===== config.mk =====
export PLATFORM = sky130hd
export DESIGN_NAME = virtual_rtc_rate_dividers_top_flat
export DESIGN_NICKNAME = d
export VERILOG_FILES = /design/src/design/vrtc_pkg.sv /design/src/design/vrtc_req_if.sv /design/src/design/vrtc_rsp_if.sv /design/src/design/vrtc_front.sv /design/src/design/vrtc_div.sv /design/src/design/vrtc_back.sv /design/src/design/virtual_rtc_rate_dividers_top.sv /design/src/flat_wrapper.sv
export SDC_FILE = /design/constraint.sdc
export NUM_CORES = 1
export LEC_CHECK = 0
export ABC_AREA = 1
export BUFFER_PORTS_ARGS = -buffer_cell sky130_fd_sc_hd__clkbuf_2
export CAP_MARGIN = 15
export CORE_ASPECT_RATIO = 1.2
export CORE_MARGIN = 8
export CORE_UTILIZATION = 63
export CTS_BUF_LIST = sky130_fd_sc_hd__clkbuf_16
export CTS_CLUSTER_DIAMETER = 120
export CTS_CLUSTER_SIZE = 8
export DETAILED_ROUTE_END_ITERATION = 6
export PLACE_DENSITY = 0.91
export SLEW_MARGIN = 5
export SYNTH_ARGS = -nofsm -noshare
export SYNTH_HDL_FRONTEND = slang
export SYNTH_SLANG_ARGS = --single-unit
export TNS_END_PERCENT = 5

===== constraint.sdc =====
create_clock -name clk_i -period 2.6 [get_ports clk_i]
set_input_delay 0.52 -clock clk_i [delete_from_list [all_inputs] [get_ports clk_i]]
set_output_delay 0.52 -clock clk_i [all_outputs]
set_load 0.02 [all_outputs]

===== src/design/vrtc_pkg.sv =====
// ----------------------------------------------------------------------------
// vrtc_pkg: shared types and constants of the virtual RTC divider table
// Field widths, the decoded operation codes and the result record.
// ----------------------------------------------------------------------------
package vrtc_pkg;

  localparam int unsigned CMD_W     = 3;
  localparam int unsigned SLOT_W    = 3;
  localparam int unsigned RATE_HZ_W = 16;
  localparam int unsigned LEN_W     = 8;
  localparam int unsigned MASK_W    = 8;
  localparam int unsigned CNT_W     = 10;
  // A clamped rate and the divider quotient never exceed 1024.
  localparam int unsigned RATE_W    = 11;

  localparam logic [CNT_W-1:0] COUNT_MAX = 10'd1023;
  localparam logic [LEN_W-1:0] LEN_OK    = 8'd4;

  localparam logic STATUS_OK      = 1'b0;
  localparam logic STATUS_BAD_LEN = 1'b1;

  typedef enum logic [CMD_W-1:0] {
    CMD_TICK     = 3'd0,
    CMD_OPEN     = 3'd1,
    CMD_CLOSE    = 3'd2,
    CMD_SET_RATE = 3'd3,
    CMD_ARM      = 3'd4
  } cmd_e;

  typedef enum logic [2:0] {
    OP_TICK,
    OP_OPEN,
    OP_CLOSE,
    OP_SET_RATE,
    OP_ARM,
    OP_BAD_LEN,
    OP_NOP
  } op_e;

  typedef struct packed {
    op_e                op;
    logic [SLOT_W-1:0]  slot;
    logic [RATE_W-1:0]  rate;
  } op_t;

  typedef struct packed {
    logic               status;
    logic [MASK_W-1:0]  trigger_mask;
    logic [MASK_W-1:0]  fired_mask;
  } result_t;

endpackage


===== src/design/vrtc_req_if.sv =====
// ----------------------------------------------------------------------------
// vrtc_req_if: request channel of the virtual RTC divider table
// Valid/ready handshake carrying one command.
// ----------------------------------------------------------------------------
interface vrtc_req_if;
  logic                             valid;
  logic                             ready;
  logic [vrtc_pkg::CMD_W-1:0]       cmd;
  logic [vrtc_pkg::SLOT_W-1:0]      slot;
  logic [vrtc_pkg::RATE_HZ_W-1:0]   rate_hz;
  logic [vrtc_pkg::LEN_W-1:0]       byte_count;

  modport source (output valid, cmd, slot, rate_hz, byte_count, input ready);
  modport sink   (input valid, cmd, slot, rate_hz, byte_count, output ready);
endinterface


===== src/design/vrtc_rsp_if.sv =====
// ----------------------------------------------------------------------------
// vrtc_rsp_if: response channel of the virtual RTC divider table
// Valid/ready handshake carrying one result per request.
// ----------------------------------------------------------------------------
interface vrtc_rsp_if;
  logic                          valid;
  logic                          ready;
  logic                          status;
  logic [vrtc_pkg::MASK_W-1:0]   trigger_mask;
  logic [vrtc_pkg::MASK_W-1:0]   fired_mask;

  modport source (output valid, status, trigger_mask, fired_mask, input ready);
  modport sink   (input valid, status, trigger_mask, fired_mask, output ready);
endinterface


===== src/design/vrtc_front.sv =====
// ----------------------------------------------------------------------------
// vrtc_front: request decoder and operation queue
// Classifies each request, clamps the rate and queues it for the back end.
// ----------------------------------------------------------------------------
module vrtc_front #(
  parameter int unsigned SLOTS    = 6,
  parameter int unsigned MAX_RATE = 1024,
  parameter int unsigned MIN_RATE = 2
) (
  input  logic              clk_i,
  input  logic              rst_ni,
  vrtc_req_if.sink          req_i,
  output logic              op_valid_o,
  output vrtc_pkg::op_t     op_o,
  input  logic              op_ready_i
);

  localparam int unsigned HZW = vrtc_pkg::RATE_HZ_W;
  localparam logic [HZW-1:0] MAX_HZ = MAX_RATE[HZW-1:0];
  localparam logic [HZW-1:0] MIN_HZ = MIN_RATE[HZW-1:0];
  localparam logic [vrtc_pkg::SLOT_W:0] SLOT_LIMIT = SLOTS[vrtc_pkg::SLOT_W:0];

  vrtc_pkg::op_t   dec_op;
  logic            slot_ok;
  logic [HZW-1:0]  rate_hi;
  logic [HZW-1:0]  rate_lo;

  vrtc_pkg::op_t   entry_q [2];
  logic            wr_q;
  logic            rd_q;
  logic [1:0]      cnt_q;
  logic            push;
  logic            pop;

  // Decode
  always_comb begin
    slot_ok = {1'b0, req_i.slot} < SLOT_LIMIT;
    rate_hi = (req_i.rate_hz > MAX_HZ) ? MAX_HZ : req_i.rate_hz;
    rate_lo = (rate_hi < MIN_HZ) ? MIN_HZ : rate_hi;

    dec_op.slot = req_i.slot;
    dec_op.rate = rate_lo[vrtc_pkg::RATE_W-1:0];
    dec_op.op   = vrtc_pkg::OP_NOP;
    unique case (req_i.cmd)
      vrtc_pkg::CMD_TICK: begin
        dec_op.op = vrtc_pkg::OP_TICK;
      end
      vrtc_pkg::CMD_OPEN: begin
        if (slot_ok) dec_op.op = vrtc_pkg::OP_OPEN;
      end
      vrtc_pkg::CMD_CLOSE: begin
        if (slot_ok) dec_op.op = vrtc_pkg::OP_CLOSE;
      end
      vrtc_pkg::CMD_SET_RATE: begin
        // The length check wins over the slot check.
        if (req_i.byte_count != vrtc_pkg::LEN_OK) begin
          dec_op.op = vrtc_pkg::OP_BAD_LEN;
        end else if (slot_ok) begin
          dec_op.op = vrtc_pkg::OP_SET_RATE;
        end
      end
      vrtc_pkg::CMD_ARM: begin
        if (slot_ok) dec_op.op = vrtc_pkg::OP_ARM;
      end
      default: begin
        dec_op.op = vrtc_pkg::OP_NOP;
      end
    endcase
  end

  // Two-entry queue
  assign req_i.ready = (cnt_q != 2'd2);
  assign push        = req_i.valid && req_i.ready;
  assign op_valid_o  = (cnt_q != 2'd0);
  assign op_o        = entry_q[rd_q];
  assign pop         = op_valid_o && op_ready_i;

  always_ff @(posedge clk_i or negedge rst_ni) begin
    if (!rst_ni) begin
      wr_q  <= 1'b0;
      rd_q  <= 1'b0;
      cnt_q <= 2'd0;
    end else begin
      if (push) wr_q <= ~wr_q;
      if (pop)  rd_q <= ~rd_q;
      if (push && !pop) begin
        cnt_q <= cnt_q + 2'd1;
      end else if (pop && !push) begin
        cnt_q <= cnt_q - 2'd1;
      end
    end
  end

  always_ff @(posedge clk_i) begin
    if (push) entry_q[wr_q] <= dec_op;
  end

  assert property (@(posedge clk_i) disable iff (!rst_ni)
    (cnt_q == 2'd1 && push && !pop) |=> (cnt_q == 2'd2 && !req_i.ready))
    else $error("vrtc_front: queue fill count lost a request");

endmodule


===== src/design/vrtc_div.sv =====
// ----------------------------------------------------------------------------
// vrtc_div: iterative restoring divider
// Produces one quotient bit per cycle; done pulses when the quotient is ready.
// ----------------------------------------------------------------------------
module vrtc_div (
  input  logic                          clk_i,
  input  logic                          rst_ni,
  input  logic                          start_i,
  input  logic [vrtc_pkg::RATE_W-1:0]   dividend_i,
  input  logic [vrtc_pkg::RATE_W-1:0]   divisor_i,
  output logic                          done_o,
  output logic [vrtc_pkg::RATE_W-1:0]   quotient_o
);

  localparam int unsigned W      = vrtc_pkg::RATE_W;
  localparam int unsigned STEP_W = $clog2(W);
  localparam logic [STEP_W-1:0] LAST_STEP = STEP_W'(W - 1);

  logic              busy_q;
  logic              done_q;
  logic [STEP_W-1:0] step_q;
  logic [W-1:0]      rem_q;
  logic [W-1:0]      quo_q;
  logic [W-1:0]      dvs_q;
  logic [W-1:0]      rem_sh;
  logic              take;

  // The remainder stays below the divisor, so its top bit is always clear.
  always_comb begin
    rem_sh = {rem_q[W-2:0], quo_q[W-1]};
    take   = (rem_sh >= dvs_q);
  end

  always_ff @(posedge clk_i or negedge rst_ni) begin
    if (!rst_ni) begin
      busy_q <= 1'b0;
      done_q <= 1'b0;
      step_q <= '0;
    end else begin
      done_q <= busy_q && !start_i && (step_q == LAST_STEP);
      if (start_i) begin
        busy_q <= 1'b1;
        step_q <= '0;
      end else if (busy_q) begin
        step_q <= step_q + 1'b1;
        if (step_q == LAST_STEP) begin
          busy_q <= 1'b0;
        end
      end
    end
  end

  always_ff @(posedge clk_i) begin
    if (start_i) begin
      rem_q <= '0;
      quo_q <= dividend_i;
      dvs_q <= divisor_i;
    end else if (busy_q) begin
      rem_q <= take ? (rem_sh - dvs_q) : rem_sh;
      quo_q <= {quo_q[W-2:0], take};
    end
  end

  assign done_o     = done_q;
  assign quotient_o = quo_q;

endmodule


===== src/design/vrtc_back.sv =====
// ----------------------------------------------------------------------------
// vrtc_back: slot table and command execution
// Holds the per-slot dividers, runs queued operations and registers results.
// ----------------------------------------------------------------------------
module vrtc_back #(
  parameter int unsigned SLOTS    = 6,
  parameter int unsigned MAX_RATE = 1024,
  parameter int unsigned MIN_RATE = 2
) (
  input  logic              clk_i,
  input  logic              rst_ni,
  input  logic              op_valid_i,
  input  vrtc_pkg::op_t     op_i,
  output logic              op_ready_o,
  vrtc_rsp_if.source        rsp_o
);

  localparam int unsigned CW = vrtc_pkg::CNT_W;
  localparam int unsigned SW = vrtc_pkg::SLOT_W;
  localparam int unsigned RW = vrtc_pkg::RATE_W;
  localparam int unsigned OPEN_Q = MAX_RATE / MIN_RATE;
  localparam logic [CW-1:0] OPEN_DIV = (OPEN_Q > 1023) ? vrtc_pkg::COUNT_MAX : CW'(OPEN_Q);
  localparam logic [RW-1:0] DIVIDEND = MAX_RATE[RW-1:0];

  typedef enum logic [1:0] {
    ST_IDLE,
    ST_DIV,
    ST_WRITE
  } state_e;

  state_e                       state_q;
  logic                         out_valid_q;
  vrtc_pkg::result_t            out_res_q;
  logic [SW-1:0]                slot_q;
  logic [CW-1:0]                qsat_q;

  logic [CW-1:0]                div_q  [SLOTS];
  logic [CW-1:0]                cnt_q  [SLOTS];
  logic                         trig_q [SLOTS];
  logic [CW-1:0]                div_d  [SLOTS];
  logic [CW-1:0]                cnt_d  [SLOTS];
  logic                         trig_d [SLOTS];

  logic                         out_free;
  logic                         pop;
  logic                         div_start;
  logic                         div_done;
  logic [RW-1:0]                quotient;
  logic                         commit;
  logic                         res_load;
  logic [CW-1:0]                cnt_inc;
  logic [vrtc_pkg::MASK_W-1:0]  fired;
  logic [vrtc_pkg::MASK_W-1:0]  mask_d;
  vrtc_pkg::result_t            res_d;

  assign out_free   = !out_valid_q || rsp_o.ready;
  assign op_ready_o = (state_q == ST_IDLE) && out_free;
  assign pop        = op_valid_i && op_ready_o;
  assign div_start  = pop && (op_i.op == vrtc_pkg::OP_SET_RATE);
  assign commit     = (state_q == ST_WRITE) && out_free;
  assign res_load   = (pop && (op_i.op != vrtc_pkg::OP_SET_RATE)) || commit;

  vrtc_div u_div (
    .clk_i      (clk_i),
    .rst_ni     (rst_ni),
    .start_i    (div_start),
    .dividend_i (DIVIDEND),
    .divisor_i  (op_i.rate),
    .done_o     (div_done),
    .quotient_o (quotient)
  );

  // Next slot table, one lane per slot
  always_comb begin
    fired   = '0;
    cnt_inc = '0;
    for (int i = 0; i < SLOTS; i++) begin
      div_d[i]  = div_q[i];
      cnt_d[i]  = cnt_q[i];
      trig_d[i] = trig_q[i];
    end
    if (pop) begin
      unique case (op_i.op)
        vrtc_pkg::OP_TICK: begin
          for (int i = 0; i < SLOTS; i++) begin
            cnt_inc = cnt_q[i] + 1'b1;
            if (div_q[i] != '0) begin
              if (cnt_inc >= div_q[i]) begin
                trig_d[i] = 1'b1;
                cnt_d[i]  = '0;
                fired[i]  = 1'b1;
              end else begin
                cnt_d[i] = cnt_inc;
              end
            end
          end
        end
        vrtc_pkg::OP_OPEN: begin
          for (int i = 0; i < SLOTS; i++) begin
            if (op_i.slot == SW'(i)) begin
              cnt_d[i]  = '0;
              div_d[i]  = OPEN_DIV;
              trig_d[i] = 1'b0;
            end
          end
        end
        vrtc_pkg::OP_CLOSE: begin
          for (int i = 0; i < SLOTS; i++) begin
            if (op_i.slot == SW'(i)) begin
              cnt_d[i]  = '0;
              div_d[i]  = '0;
              trig_d[i] = 1'b0;
            end
          end
        end
        vrtc_pkg::OP_ARM: begin
          for (int i = 0; i < SLOTS; i++) begin
            if (op_i.slot == SW'(i)) trig_d[i] = 1'b0;
          end
        end
        default: begin
        end
      endcase
    end
    if (commit) begin
      // A set rate keeps the trigger and restarts the counter.
      for (int i = 0; i < SLOTS; i++) begin
        if (slot_q == SW'(i)) begin
          div_d[i] = qsat_q;
          cnt_d[i] = '0;
        end
      end
    end

    mask_d = '0;
    for (int i = 0; i < SLOTS; i++) begin
      mask_d[i] = trig_d[i];
    end
    res_d.status       = (pop && op_i.op == vrtc_pkg::OP_BAD_LEN) ?
                         vrtc_pkg::STATUS_BAD_LEN : vrtc_pkg::STATUS_OK;
    res_d.trigger_mask = mask_d;
    res_d.fired_mask   = fired;
  end

  always_ff @(posedge clk_i or negedge rst_ni) begin
    if (!rst_ni) begin
      for (int i = 0; i < SLOTS; i++) begin
        div_q[i]  <= '0;
        cnt_q[i]  <= '0;
        trig_q[i] <= 1'b0;
      end
    end else begin
      for (int i = 0; i < SLOTS; i++) begin
        div_q[i]  <= div_d[i];
        cnt_q[i]  <= cnt_d[i];
        trig_q[i] <= trig_d[i];
      end
    end
  end

  // Sequencer and output register
  always_ff @(posedge clk_i or negedge rst_ni) begin
    if (!rst_ni) begin
      state_q     <= ST_IDLE;
      out_valid_q <= 1'b0;
      out_res_q   <= '0;
      slot_q      <= '0;
      qsat_q      <= '0;
    end else begin
      if (res_load) begin
        out_valid_q <= 1'b1;
        out_res_q   <= res_d;
      end else if (rsp_o.ready) begin
        out_valid_q <= 1'b0;
      end
      unique case (state_q)
        ST_IDLE: begin
          if (pop) begin
            slot_q <= op_i.slot;
            if (op_i.op == vrtc_pkg::OP_SET_RATE) begin
              state_q <= ST_DIV;
            end
          end
        end
        ST_DIV: begin
          if (div_done) begin
            qsat_q  <= quotient[RW-1] ? vrtc_pkg::COUNT_MAX : quotient[CW-1:0];
            state_q <= ST_WRITE;
          end
        end
        ST_WRITE: begin
          if (commit) begin
            state_q <= ST_IDLE;
          end
        end
        default: begin
          state_q <= ST_IDLE;
        end
      endcase
    end
  end

  assign rsp_o.valid        = out_valid_q;
  assign rsp_o.status       = out_res_q.status;
  assign rsp_o.trigger_mask = out_res_q.trigger_mask;
  assign rsp_o.fired_mask   = out_res_q.fired_mask;

  assert property (@(posedge clk_i) disable iff (!rst_ni)
    div_done |-> (state_q == ST_DIV))
    else $error("vrtc_back: divider finished outside a set-rate operation");

  assert property (@(posedge clk_i) disable iff (!rst_ni)
    (pop && op_i.op != vrtc_pkg::OP_SET_RATE) |=> out_valid_q)
    else $error("vrtc_back: immediate operation produced no result");

  assert property (@(posedge clk_i) disable iff (!rst_ni)
    out_valid_q |-> ((out_res_q.trigger_mask >> SLOTS) == '0))
    else $error("vrtc_back: trigger reported for a slot that does not exist");

  for (genvar g = 0; g < SLOTS; g++) begin : g_lane_chk
    assert property (@(posedge clk_i) disable iff (!rst_ni)
      (div_q[g] == '0) |-> (cnt_q[g] == '0))
      else $error("vrtc_back: closed slot has a running counter");
  end

endmodule


===== src/design/virtual_rtc_rate_dividers_top.sv =====
// ----------------------------------------------------------------------------
// virtual_rtc_rate_dividers_top: per-process virtual RTC divider table
// Requests (tick, open, close, set rate, arm) go in on req_i; each request
// gives exactly one result on rsp_o: a status bit, the trigger mask after
// the request and the mask of slots that wrapped on a tick.
// A decoder queues up to two classified requests ahead of the executing
// back end. Tick, open, close, arm and rejected requests get their result
// registered when the back end takes them from the queue, one per cycle
// while the output register is free. Set rate runs an 11-step iterative
// divider for MAX_RATE / rate, writes the saturated quotient to the slot
// and the result to the output register, and no other request starts
// until the sequencer is idle again. At reset every slot is closed, all
// counters and triggers are cleared and req_i.ready is high. When the
// receiver holds off rsp_o.ready, the result waits in the output register,
// the back end stops and the queue fills, after which req_i.ready drops.
// ----------------------------------------------------------------------------
module virtual_rtc_rate_dividers_top #(
  parameter int unsigned SLOTS    = 6,
  parameter int unsigned MAX_RATE = 1024,
  parameter int unsigned MIN_RATE = 2
) (
  input  logic          clk_i,
  input  logic          rst_ni,
  vrtc_req_if.sink      req_i,
  vrtc_rsp_if.source    rsp_o
);

  logic           op_valid;
  logic           op_ready;
  vrtc_pkg::op_t  op;

  vrtc_front #(
    .SLOTS    (SLOTS),
    .MAX_RATE (MAX_RATE),
    .MIN_RATE (MIN_RATE)
  ) u_front (
    .clk_i      (clk_i),
    .rst_ni     (rst_ni),
    .req_i      (req_i),
    .op_valid_o (op_valid),
    .op_o       (op),
    .op_ready_i (op_ready)
  );

  vrtc_back #(
    .SLOTS    (SLOTS),
    .MAX_RATE (MAX_RATE),
    .MIN_RATE (MIN_RATE)
  ) u_back (
    .clk_i      (clk_i),
    .rst_ni     (rst_ni),
    .op_valid_i (op_valid),
    .op_i       (op),
    .op_ready_o (op_ready),
    .rsp_o      (rsp_o)
  );

endmodule


===== src/flat_wrapper.sv =====
// flat-port wrapper written by rule: the top's interface ports become plain ports
module virtual_rtc_rate_dividers_top_flat 
#(
  parameter int unsigned SLOTS    = 6,
  parameter int unsigned MAX_RATE = 1024,
  parameter int unsigned MIN_RATE = 2
)
  (clk_i, rst_ni, req_i_valid, req_i_cmd, req_i_slot, req_i_rate_hz, req_i_byte_count, req_i_ready, rsp_o_valid, rsp_o_status, rsp_o_trigger_mask, rsp_o_fired_mask, rsp_o_ready);
  vrtc_req_if req_i_i ();
  vrtc_rsp_if rsp_o_i ();
  input  logic clk_i;
  input  logic rst_ni;
  input wire logic [$bits(req_i_i.valid)-1:0] req_i_valid;
  input wire logic [$bits(req_i_i.cmd)-1:0] req_i_cmd;
  input wire logic [$bits(req_i_i.slot)-1:0] req_i_slot;
  input wire logic [$bits(req_i_i.rate_hz)-1:0] req_i_rate_hz;
  input wire logic [$bits(req_i_i.byte_count)-1:0] req_i_byte_count;
  output wire logic [$bits(req_i_i.ready)-1:0] req_i_ready;
  output wire logic [$bits(rsp_o_i.valid)-1:0] rsp_o_valid;
  output wire logic [$bits(rsp_o_i.status)-1:0] rsp_o_status;
  output wire logic [$bits(rsp_o_i.trigger_mask)-1:0] rsp_o_trigger_mask;
  output wire logic [$bits(rsp_o_i.fired_mask)-1:0] rsp_o_fired_mask;
  input wire logic [$bits(rsp_o_i.ready)-1:0] rsp_o_ready;
  assign req_i_i.valid = req_i_valid;
  assign req_i_i.cmd = req_i_cmd;
  assign req_i_i.slot = req_i_slot;
  assign req_i_i.rate_hz = req_i_rate_hz;
  assign req_i_i.byte_count = req_i_byte_count;
  assign req_i_ready = req_i_i.ready;
  assign rsp_o_valid = rsp_o_i.valid;
  assign rsp_o_status = rsp_o_i.status;
  assign rsp_o_trigger_mask = rsp_o_i.trigger_mask;
  assign rsp_o_fired_mask = rsp_o_i.fired_mask;
  assign rsp_o_i.ready = rsp_o_ready;
  virtual_rtc_rate_dividers_top #(.SLOTS(SLOTS), .MAX_RATE(MAX_RATE), .MIN_RATE(MIN_RATE)) u_core (.clk_i(clk_i), .rst_ni(rst_ni), .req_i(req_i_i), .rsp_o(rsp_o_i));
endmodule

==> summary.md, run 1 <==
| Metric | Value |
|---|---|
| Status | complete, but fails checks |
| Violated checks | design-rule violations, negative hold slack |
| # setup viols final | 0 |
| Via count | roughly 13000 |
| HPWL Detailed | 24500 um |
| Pin count of the biggest net entering global routing | 62 |
| Commonest cells after routing, fill and taps aside | nand2_1, inv_1, dfrtp_1 |
| Kind of critical path | flop to flop |
| CP startpoint kind | flop |
| CP Capture Type | flop |
| Final worst-path setup slack | 0.109 ns |
| Pwr per Cell Area | about 1200 nW/um^2 |
| Via/cell ratio | 5.80 |
| Synth unique cells | 40 |
| Multi-input logic area | ~6800 um^2 |
| Gr usage total | 0.267 |
| Post-DP Area | around 15000 um^2 |
| Critical-path top delay cell | dfrtp_2 |
| Clock Path Buffers | 3 |
| Max FO, Critical Path | 7 |
| Yosys Warn Count | 0 |
| GRT overflow | 0 |
| Critical path data arrival time | 2.91 ns |
| Core box area | 21600 um^2 |
| Share of cells above drive strength 1 | 0.101 |
| Register area share after synthesis | 0.426 |
| Buf+Inv Stages, Crit Path | 3 |
| Fin crit share | 0.958 |
| Synthesized area | 13900 um^2 |
| Top delay family on crit path | simple AND/OR/NAND/NOR gates |
| Crit path required time | between 3 and 4 ns |
| First-pass GRT wire length | 59300 um |
| Clock Pin Slew Worst Setup and Hold Paths | 0.05 ns |
| Antenna cells | 0 |
| Relative slew slack | 0.473 |
| Slew Limit Fails | 0 |
| Final setup TNS | 0 ns |
| Routed wire per std cell | 16.0 um |
| Worst slew pin tran | between 0.7 and 0.8 ns |
| Remaining antenna violation count after routing | 0 |
| Clk_lat worst skew | 0.52 ns |
| DRC | 3 |
| CP cell instances | ha_2 -> nand2_1 -> nor2_2 -> nand4_1 -> nand2_1 -> inv_1 -> ha_1 -> nand2_2 -> inv_1 -> a21oi_2 -> inv_1 -> nor2_2 -> nand2_2 -> o21ai_0 -> nand2_1 -> a21oi_1 |
| RSZ-0062 raised after global routing | true |
| Cell area after layout | 15800 um^2 |
| Max Cap Viol | 0 |
| Crit path largest cell delay | 0.39 ns |
| Reg area | 5910 um^2 |
| Hold_ws | -0.0185 ns |
| Initial core utilization | 0.641 |
| Final Hold Viols | 3 |
| #FFs+latches synth | 231 |
| Post-layout util | 0.729 |
| Final Critical Period | 2.49 ns |
| CTS Sinks | between 200 and 250 |
| Drt first pass iters | 7 |
| Fill cells | about 1500 |
| Cells after synthesis | roughly 1900 |
| Leakage | between 0.007 and 0.008 uW |
| Dpl ws | -0.0140 ns |
| H-Tree Level Count | 2 |
| Routability Congestion | 0.924 |
| Clk root buf | clkbuf_16 |
| Area Overhead vs Synth | 13.8% |
| Hold Buf Count CTS | 0 |
| DIE WIDTH | 151 um |
| Iteration-0 DRC count of the detailed router | 1528 |
| Syn avg cell area | 7.32 um^2 |
| CTS tree | built |
| Drt total wl | roughly 36000 um |
| Vias in the first global route | between 10000 and 15000 |
| Initial antenna violation count | 0 |
| Maximum vdd drop | around 0.00087 V |
| Io pins | 53 |
| Total CTS buffers | 34 |
| Total power draw | 18100 uW |
| HP Class | primary input to asynchronous set/reset pin |
| Die ar. | roughly 27000 um^2 |
| Nets@finish | 2102 |
| Fin Clk Skew | 0.0187 ns |
| PortBufs | 48 |
| Commonest non-fill, non-tap cell in the layout | nand2_1 |
| Fmax | around 400 MHz |
| Site Rows | 59 |
| Die height | 178 um |
cell usage after synthesis, drive strengths merged:
master / number / share of area
nor4: 3 / 0.0014
clkinv: 7 / 0.0019
xor2: 26 / 0.016
a21oi: 126 / 0.046
o21bai: 1 / 0.00054
inv: 298 / 0.081
nor3: 11 / 0.0040
ha: 80 / 0.072
a31oi: 4 / 0.0018
nand2: 572 / 0.16
o21ai: 122 / 0.045
a22oi: 1 / 0.00054
dfrtp: 165 / 0.30
a21o: 4 / 0.0022
fa: 1 / 0.0014
nor2: 164 / 0.046
clkbuf: 26 / 0.0070
o22ai: 36 / 0.016
o211ai: 1 / 0.00054
dfxtp: 21 / 0.030
nand3b: 4 / 0.0022
or2: 1 / 0.00045
conb: 1 / 0.00027
nand3: 108 / 0.039
and2: 4 / 0.0018
a21boi: 2 / 0.0011
xnor2: 6 / 0.0038
nand4: 34 / 0.015
edfxtp: 45 / 0.098
a32o: 1 / 0.00072
o31ai: 2 / 0.0011
buf: 17 / 0.0084
path summary, 6_finish.rpt:
| check | from | endpoint | slack, ns | cells after the start |
|---|---|---|---|---|
| min reg2reg | u_core.u_back.u_div.done_o | u_core.u_back.state_q[0] | 0.46 | 1 |
| min | rst_ni | u_core.u_back.cnt_q[41] | -0.02 | 1 |
| max reg2reg | u_core.u_back.cnt_q[41] | u_core.u_back.cnt_q[44] | 0.11 | 16 |
| max | u_core.u_back.cnt_q[41] | u_core.u_back.cnt_q[44] | 0.11 | 16 |
| min in group clk_i | req_i_slot[0] | u_core.u_front.entry_q[1][11] | 0.22 | 1 |
| max in group asynchronous | rst_ni | u_core.u_back.cnt_q[54] | 1.83 | 2 |
layout make-up:
cell class / count / area share
inverter: 305 / 0.0726
sequential: 231 / 0.374
multi-input combinational: 1318 / 0.430
clock buffer: 34 / 0.0539
tap: 274 / 0.0217
timing repair buffer: 97 / 0.0404
clock inverter: 15 / 0.00682
power breakdown:
group / switching [uW] / internal [uW]
clock network: 1580 / 2350
registers: 754 / 4730
logic: 5880 / 2840
metrics by stage:
stage                     std cells  hold slack, ns
after detailed placement       2219           0.460
final                          2274         -0.0185
after global routing           2274          0.0360
after global placement         2219           0.442
after CTS                      2268          0.0146
after floorplan                1897           0.224
flip-flops by register name, summed over array words and instances (netlist names), 2 cells and up:
register                          cells
u_core.u_back.cnt_q                  60
u_core.u_back.u_div.rem_q            10
u_core.u_back.slot_q                  3
u_core.u_back.rsp_o.trigger_mask      6
u_core.u_back.trig_q                  6
u_core.u_back.u_div.step_q            4
u_core.u_back.u_div.quotient_o       11
u_core.u_back.div_q                  60
u_core.u_back.u_div.dvs_q            11
u_core.u_back.rsp_o.fired_mask        6
u_core.u_front.entry_q               34
u_core.u_front.cnt_q                  2
u_core.u_back.state_q                 2
u_core.u_back.qsat_q                 10
logic make-up after synthesis:
family          after synthesis  synth area share
compound gates              300             0.116
other cells                   1          0.000271
xor+xnor                     32            0.0202
fa+ha+maj                    81            0.0737
buf+inv                     348            0.0980
simple gates                901             0.266
flops                       231             0.426
metal layers:
metal	part of all wire	vias to the layer above	global-route usage
met2	0.49	664	0.460
met5	0	-	0
met1	0.38	6110	0.300
met3	0.083	162	0.0602
met4	0.048	0	0.150
li1	-	6257	-
what timing repair did:
item                                    4_1_cts  5_1_grt
buffers inserted                              0        5
endpoints found under the setup margin        9       79
pin swaps                                     0        8
cloned                                        0        1
resized for setup                             4       65
Power figures use the tool's default switching activity.
==> run 2, diff against run 1 <==
--- a/config.mk
+++ b/config.mk
@@ -15,6 +15,7 @@
 export CTS_CLUSTER_DIAMETER = 120
 export CTS_CLUSTER_SIZE = 8
 export DETAILED_ROUTE_END_ITERATION = 6
+export MAX_ROUTING_LAYER = met4
 export PLACE_DENSITY = 0.91
 export SLEW_MARGIN = 5
 export SYNTH_ARGS = -nofsm -noshare
==> run 2 against run 1 <==
- the run now ends clean
- routed wire length up 0.88%
- non-clock buffer count down 2
- setup slack worse by 0.030 ns
- combinational power up 0.6%
- clock skew down 0.0032 ns
- worst hold slack better by 0.22 ns
- first-iteration DRC count down 21%
- design area about the same
- die area unchanged
- register-to-register slack worse by 0.03 ns
- clock power about the same
- flip-flop and latch count unchanged
- critical path type unchanged
- largest cell class unchanged
==> summary.md, run 2 (synthesized netlist as in run 1, its figures left out) <==
| Metric | Value |
|---|---|
| Routed wire per std cell | 16.1 um (+0.79%) |
| Drt total wl | 36600 um (+0.88%) |
| Antenna cells | 0 (unchanged) |
| Worst hold path depth | 1 |
| CP startpoint kind | flop |
| Fmax | 397 MHz (-1.2%) |
| CTS tree | built |
| Relative slew slack | 0.500 (+0.0273) |
| DRT met1 WL | 14200 um (+4.1%) |
| Worst Reg-to-Reg Cells | 16 (unchanged) |
| Fin Clk Skew | 0.0155 ns (-0.00320 ns) |
| Nets@finish | 2100 (-0.095%) |
| Status | complete, no violations |
| Clk_lat worst skew | 0.52 ns (about the same) |
| Pin count of the biggest net entering global routing | 59 (-4.8%) |
| Clock Path Buffers | 3 (unchanged) |
| Iteration-0 DRC count of the detailed router | 1202 (-21%) |
| Max FO, Critical Path | 7 (unchanged) |
| Final Critical Period | 2.52 ns (+0.0299 ns) |
| Site Rows | 59 (unchanged) |
| Hold EP | u_core.u_front.entry_q[1][11] |
| Fin crit share | 0.970 (+0.0115) |
| Total power draw | 18200 uW (+0.28%) |
| RSZ-0062 raised after global routing | true |
| Critical-path top delay cell | dfrtp_1 |
| PortBufs | 48 (unchanged) |
| Initial core utilization | 0.641 (unchanged) |
| Die ar. | 27000 um^2 (unchanged) |
| Maximum vdd drop | 0.000858 V (-2.0%) |
| Max Cap Viol | 0 (unchanged) |
| GRT overflow | 0 (unchanged) |
| Post-layout util | 0.730 (about the same) |
| HP Class | primary input to flop |
| Critical path data arrival time | 2.93 ns (+0.02 ns) |
| Met2 WL post-DR | 18000 um (+0.83%) |
| Pwr per Cell Area | 1150 nW/um^2 (+0.20%) |
| R2R setup slack | 0.08 ns (-0.03 ns) |
| Buf+Inv Stages, Crit Path | 3 (unchanged) |
| Fill cells | 1501 (+1.0%) |
| Routability Congestion | 0.936 (+1.4%) |
| Min-Delay Startpoint | req_i_slot[0] |
| Clock Pin Slew Worst Setup and Hold Paths | 0.05 ns (about the same) |
| Io pins | 53 (unchanged) |
| Kind of critical path | flop to flop |
| HPWL Detailed | 24900 um (+1.4%) |
| Top flop regs | u_core.u_back.cnt_q (60), u_core.u_back.div_q (60), u_core.u_front.entry_q (34) |
| R2R Path Start | u_core.u_back.cnt_q[41] |
| R2r endpoint | u_core.u_back.cnt_q[44] |
| Final Hold Viols | 0 (-3) |
| Most used cell, CP | nand2_1 |
| Top routing layer used | met4 |
| Clk root buf | clkbuf_16 |
| Total CTS buffers | 34 (unchanged) |
| Leakage | 0.00799 uW (+0.16%) |
| Worst slew pin tran | 0.747 ns (-0.0408 ns) |
| Commonest cells after routing, fill and taps aside | nand2_1, inv_1, dfrtp_1 |
| Gr usage total | 0.279 (+0.0113) |
| Via count | 13200 (+0.36%) |
| WL met3 | 2540 um (-16%) |
| DRC | 0 (-3) |
| # setup viols final | 0 (unchanged) |
| CTS Sinks | 231 (unchanged) |
| Crit path required time | 3.01 ns (about the same) |
| H-Tree Level Count | 2 (unchanged) |
| Die height | 178 um (unchanged) |
| Initial antenna violation count | 0 (unchanged) |
| First-pass GRT wire length | 59700 um (+0.68%) |
| DIE WIDTH | 151 um (unchanged) |
| Via/cell ratio | 5.82 (+0.28%) |
| Vias in the first global route | 12900 (-0.11%) |
| Crit path largest cell delay | 0.40 ns (about the same) |
| Core box area | 21600 um^2 (unchanged) |
| Remaining antenna violation count after routing | 0 (unchanged) |
| Commonest non-fill, non-tap cell in the layout | nand2_1 |
| Top delay family on crit path | simple AND/OR/NAND/NOR gates |
| Slew Limit Fails | 0 (unchanged) |
| Area Overhead vs Synth | 13.9% (about the same) |
| CP Capture Type | flop |
| Drt first pass iters | 6 (-1) |
| CP cell instances | ha_2 -> nand2_1 -> nor2_4 -> nand4_1 -> nand2_1 -> inv_1 -> ha_1 -> nand2_1 -> inv_1 -> a21oi_2 -> inv_1 -> nor2_1 -> nand2_2 -> o21ai_0 -> nand2_1 -> a21oi_1 |
| Share of cells above drive strength 1 | 0.101 (about the same) |
==> run 2: changes by cell type in the layout (fill, tap and decap cells not counted), sizes merged <==
| cell | previous run | this run |
|---|---|---|
| dlygate4sd3 | 0 | 1 |
| inv | 310 | 316 |
| clkinv | 10 | 8 |
| buf | 50 | 47 |
==> run 2: cell type report <==
| type | instances | area [um^2] | share of cell area |
|---|---|---|---|
| Clock buffer | 34 | 851 | 0.0539 |
| Multi-Input combinational cell | 1318 | 6800 | 0.431 |
| Inverter | 305 | 1140 | 0.0725 |
| Clock inverter | 19 | 93.8 | 0.00594 |
| Tap cell | 274 | 343 | 0.0217 |
| Sequential cell | 231 | 5910 | 0.374 |
| Timing Repair Buffer | 95 | 643 | 0.0407 |
==> run 2: where the power goes <==
| group | total, uW | leakage (uW) | internal, uW | switching [uW] |
|---|---|---|---|---|
| Clock | 3930 | 0.000520 | 2340 | 1590 |
| Combinational | 8780 | 0.00467 | 2880 | 5890 |
| Sequential | 5490 | 0.00280 | 4730 | 757 |
| Total | 18200 | 0.00799 | 9960 | 8240 |
==> run 2: worst register-to-register path, cell delays in order, from the launching register on <==
cell	delay [ns]
dfrtp_1	0.40
ha_2	0.21
nand2_1	0.12
nor2_4	0.15
nand4_1	0.09
nand2_1	0.10
inv_1	0.05
ha_1	0.28
nand2_1	0.11
inv_1	0.07
a21oi_2	0.16
inv_1	0.05
nor2_1	0.12
nand2_2	0.12
o21ai_0	0.18
nand2_1	0.07
a21oi_1	0.16
==> run 2: routing by layer <==
| layer | vias to the layer above | global-route usage |
|---|---|---|
| met3 | 168 | 0.0447 |
| met1 | 6210 | 0.317 |
| met4 | 0 | 0.147 |
| met2 | 610 | 0.465 |
| li1 | 6253 | - |
| met5 | - | - |
==> run 2: worst max-delay path by stage <==
stage	from	end	cells after the start
after floorplan	u_core.u_back.cnt_q[10]	u_core.u_back.cnt_q[19]	18
after global placement	u_core.u_back.cnt_q[1]	u_core.u_back.cnt_q[9]	16
after detailed placement	u_core.u_back.cnt_q[20]	u_core.u_back.cnt_q[29]	15
after CTS	u_core.u_back.cnt_q[1]	u_core.u_back.cnt_q[9]	16
after global routing	u_core.u_back.cnt_q[1]	u_core.u_back.cnt_q[9]	17
final	u_core.u_back.cnt_q[41]	u_core.u_back.cnt_q[44]	16
==> run 2: timing repair <==
action                                 CTS  global route
resized for setup                        2            67
setup buffers                            0             4
endpoints found under the hold margin   49             0
cloned                                   0             1
hold buffers                             1             0
pin swaps                                0            10
setup endpoints to repair                4            75
==> run 2: metrics by stage <==
| stage | setup TNS [ns] | instances | cell area [um^2] | setup slack (ns) | hold WS (ns) |
|---|---|---|---|---|---|
| final | 0 | 2276 | 15800 | 0.0790 | 0.205 |
| after global routing | -1.04 | 2276 | 15800 | -0.0921 | 0.200 |
| after CTS | 0 | 2271 | 15600 | 0.00165 | 0.197 |
| after detailed placement | -0.0366 | 2217 | 14600 | -0.0199 | 0.456 |
| after global placement | 0 | 2217 | 14600 | 0.0892 | 0.439 |
| after floorplan | 0 | 1897 | 13900 | 0.222 | 0.224 |
==> run 3, diff against run 2 <==
--- a/config.mk
+++ b/config.mk
@@ -9,7 +9,6 @@
 export BUFFER_PORTS_ARGS = -buffer_cell sky130_fd_sc_hd__clkbuf_2
 export CAP_MARGIN = 15
 export CORE_ASPECT_RATIO = 1.2
-export CORE_MARGIN = 8
 export CORE_UTILIZATION = 63
 export CTS_BUF_LIST = sky130_fd_sc_hd__clkbuf_16
 export CTS_CLUSTER_DIAMETER = 120
@@ -17,6 +16,7 @@
 export DETAILED_ROUTE_END_ITERATION = 6
 export MAX_ROUTING_LAYER = met4
 export PLACE_DENSITY = 0.91
+export SETUP_SLACK_MARGIN = 0.1
 export SLEW_MARGIN = 5
 export SYNTH_ARGS = -nofsm -noshare
 export SYNTH_HDL_FRONTEND = slang
==> run 3 against run 2 <==
- design area up 2.5%
- the flow now finishes with violations (design-rule violations)
- count of clock-buffer cells in the layout unchanged
- critical endpoint is now u_core.u_back.cnt_q[48]
- core utilization increased by 1.8 points
- worst hold slack worse by 0.18 ns
- critical path depth increased by 1
- maximum frequency decreased by 2.8%
- register-to-register slack got worse by 0.07 ns
- sequential power is essentially flat
- largest power group unchanged
==> summary.md, run 3 (synthesized netlist as in run 1, its figures left out) <==
| Metric | Value |
|---|---|
| Clk_lat worst skew | 0.53 ns (about the same) |
| WL met3 | 3360 um (+32%) |
| Routed wire per std cell | 16.8 um (+4.6%) |
| Max FO, Critical Path | 7 (unchanged) |
| Top routing layer used | met4 |
| DRT met1 WL | 13500 um (-4.9%) |
| Buf+Inv Stages, Crit Path | 3 (unchanged) |
| Commonest cells after routing, fill and taps aside | nand2_1, inv_1, dfrtp_1 |
| H-Tree Level Count | 2 (unchanged) |
| Max Cap Viol | 0 (unchanged) |
| Total CTS buffers | 34 (unchanged) |
| DIE WIDTH | 137 um (-9.2%) |
| Final setup TNS | 0 ns (unchanged) |
| Antenna cells | 0 (unchanged) |
| Worst slew pin tran | 0.703 ns (-0.0443 ns) |
| Top delay family on crit path | simple AND/OR/NAND/NOR gates |
| Met2 WL post-DR | 19500 um (+8.0%) |
| Relative slew slack | 0.531 (+0.0314) |
| Slew Limit Fails | 0 (unchanged) |
| CP Capture Type | flop |
| DRC | 2 (+2) |
| Clk root buf | clkbuf_16 |
| Vias in the first global route | 13300 (+2.7%) |
| # setup viols final | 0 (unchanged) |
| CP startpoint kind | flop |
| Die height | 164 um (-7.8%) |
| Routability Congestion | 0.951 (+1.6%) |
| Io pins | 53 (unchanged) |
| Initial antenna violation count | 0 (unchanged) |
| Drt total wl | 38500 um (+5.1%) |
| Share of cells above drive strength 1 | 0.133 (+0.0317) |
| Violated checks | design-rule violations |
| HPWL Detailed | 24700 um (-0.62%) |
| Critical path data arrival time | 3.01 ns (+0.08 ns) |
| Critical-path top delay cell | dfrtp_1 |
| Nets@finish | 2111 (+0.52%) |
| Fin crit share | 0.997 (+0.0276) |
| Maximum vdd drop | 0.000764 V (-11%) |
| PortBufs | 48 (unchanged) |
| Pin count of the biggest net entering global routing | 73 (+24%) |
| CTS Sinks | 231 (unchanged) |
| Drt first pass iters | 7 (+1) |
| Area Overhead vs Synth | 16.8% |
| Most used cell, CP | nand2_1 |
| Status | complete, but fails checks |
| Final worst-path setup slack | 0.00738 ns (-0.0716 ns) |
| Dpl ws | -0.0480 ns (-0.0281 ns) |
| HP Class | primary input to asynchronous set/reset pin |
| Total power draw | 18900 uW (+3.7%) |
| Fin Clk Skew | 0.0252 ns (+0.00977 ns) |
| Leakage | 0.00812 uW (+1.6%) |
| Fmax | 386 MHz (-2.8%) |
| Number of standard cells in the final layout excluding fillers | 2287 (+0.48%) |
| Final Hold Viols | 0 (unchanged) |
| Hold Buf Count CTS | 0 (-1) |
| Crit path required time | 3.02 ns (about the same) |
| CP cell instances | ha_2 -> nand2_4 -> nor2_4 -> nand3_2 -> nand2_1 -> nand2_1 -> inv_2 -> ha_4 -> nand2_2 -> inv_1 -> a21oi_2 -> inv_2 -> nor2_4 -> nand2_4 -> o21ai_0 -> nand2_1 -> a21oi_1 |
| Clock Path Buffers | 3 (unchanged) |
| Clock Pin Slew Worst Setup and Hold Paths | 0.05 ns (about the same) |
| Core box area | 21600 um^2 (unchanged) |
| Pwr per Cell Area | 1170 nW/um^2 (+1.2%) |
| Commonest non-fill, non-tap cell in the layout | nand2_1 |
| Initial core utilization | 0.641 (unchanged) |
| Post-Place Cells | 2222 (+0.23%) |
| Die ar. | 22600 um^2 (-16%) |
| Iteration-0 DRC count of the detailed router | 1286 (+7.0%) |
| GRT overflow | 0 (unchanged) |
| Top flop regs | u_core.u_back.cnt_q (60), u_core.u_back.div_q (60), u_core.u_front.entry_q (34) |
| Remaining antenna violation count after routing | 0 (unchanged) |
| Crit path largest cell delay | 0.42 ns (+0.02 ns) |
| Site Rows | 59 (unchanged) |
| Final Critical Period | 2.59 ns (+0.0716 ns) |
| Kind of critical path | flop to flop |
| Via/cell ratio | 5.97 (+2.7%) |
| First-pass GRT wire length | 60300 um (+1.1%) |
| RSZ-0062 raised after global routing | true |
| CTS tree | built |
| Via count | 13700 (+3.1%) |
| Gr usage total | 0.349 (+0.0701) |
[run 3: changes by cell type in the layout (fill, tap and decap cells not counted), sizes merged]
cell         before  now
clkinv            8    9
inv             316  315
buf              47   59
dlygate4sd3       1    0
[run 3: layout make-up]
type | instances | area, um^2
clock inverter | 19 | 140
multi-input combinational | 1318 | 7050
inverter | 305 | 1140
fill | 1424 | 5450
clock buffer | 34 | 851
sequential | 231 | 5910
tap | 274 | 343
timing repair buffer | 106 | 743
[run 3: path summary, 6_finish.rpt]
| path | from | endpoint | slack, ns | cells after the start |
|---|---|---|---|---|
| max reg2reg | u_core.u_back.cnt_q[41] | u_core.u_back.cnt_q[48] | 0.007 | 17 |
| min | rst_ni | u_core.u_back.cnt_q[15] | 0.02 | 1 |
| min in group clk_i | req_i_slot[0] | u_core.u_front.entry_q[1][11] | 0.18 | 1 |
| max in group asynchronous | rst_ni | u_core.u_back.trig_q[5] | 1.91 | 2 |
| min reg2reg | u_core.u_back.u_div.rem_q[6] | u_core.u_back.u_div.rem_q[6] | 0.48 | 2 |
| max | u_core.u_back.cnt_q[41] | u_core.u_back.cnt_q[48] | 0.007 | 17 |
[run 3: report_power, final]
group          internal (uW)  total, uW  leakage [uW]  switching [uW]
combinational           3100       9310       0.00479            6210
sequential              4740       5520       0.00279             779
clock                   2380       4050      0.000537            1670
total                  10200      18900       0.00812            8660
[run 3: routing by layer]
layer | vias to the layer above | global-route usage
li1 | 6261 | -
met1 | 6339 | 0.375
met2 | 831 | 0.596
met3 | 227 | 0.0660
met4 | 0 | 0.205
met5 | - | -
[run 3: through the flow]
stage	instance area [um^2]	util	hold WS [ns]
6_report	16200	0.748	0.0214
5_1_grt	16200	0.748	0.0883
4_1_cts	15600	0.723	0.0441
3_5_place_dp	14600	0.677	0.468
3_3_place_gp	14600	0.677	0.443
2_1_floorplan	13900	-	0.224
[run 3: what timing repair did]
action	CTS	global route
gates cloned	0	1
resized for setup	4	141
setup endpoints to repair	32	83
setup buffers	0	11
pin swaps	0	40
[run 3: worst register-to-register path: stages, from the launching register on]
cell and delay [ns]:
dfrtp_1 0.42, ha_2 0.25, nand2_4 0.08, nor2_4 0.19, nand3_2 0.09, nand2_1 0.07, nand2_1 0.09, inv_2 0.07
ha_4 0.19, nand2_2 0.09, inv_1 0.08, a21oi_2 0.21, inv_2 0.07, nor2_4 0.10, nand2_4 0.09, o21ai_0 0.20
nand2_1 0.07, a21oi_1 0.14
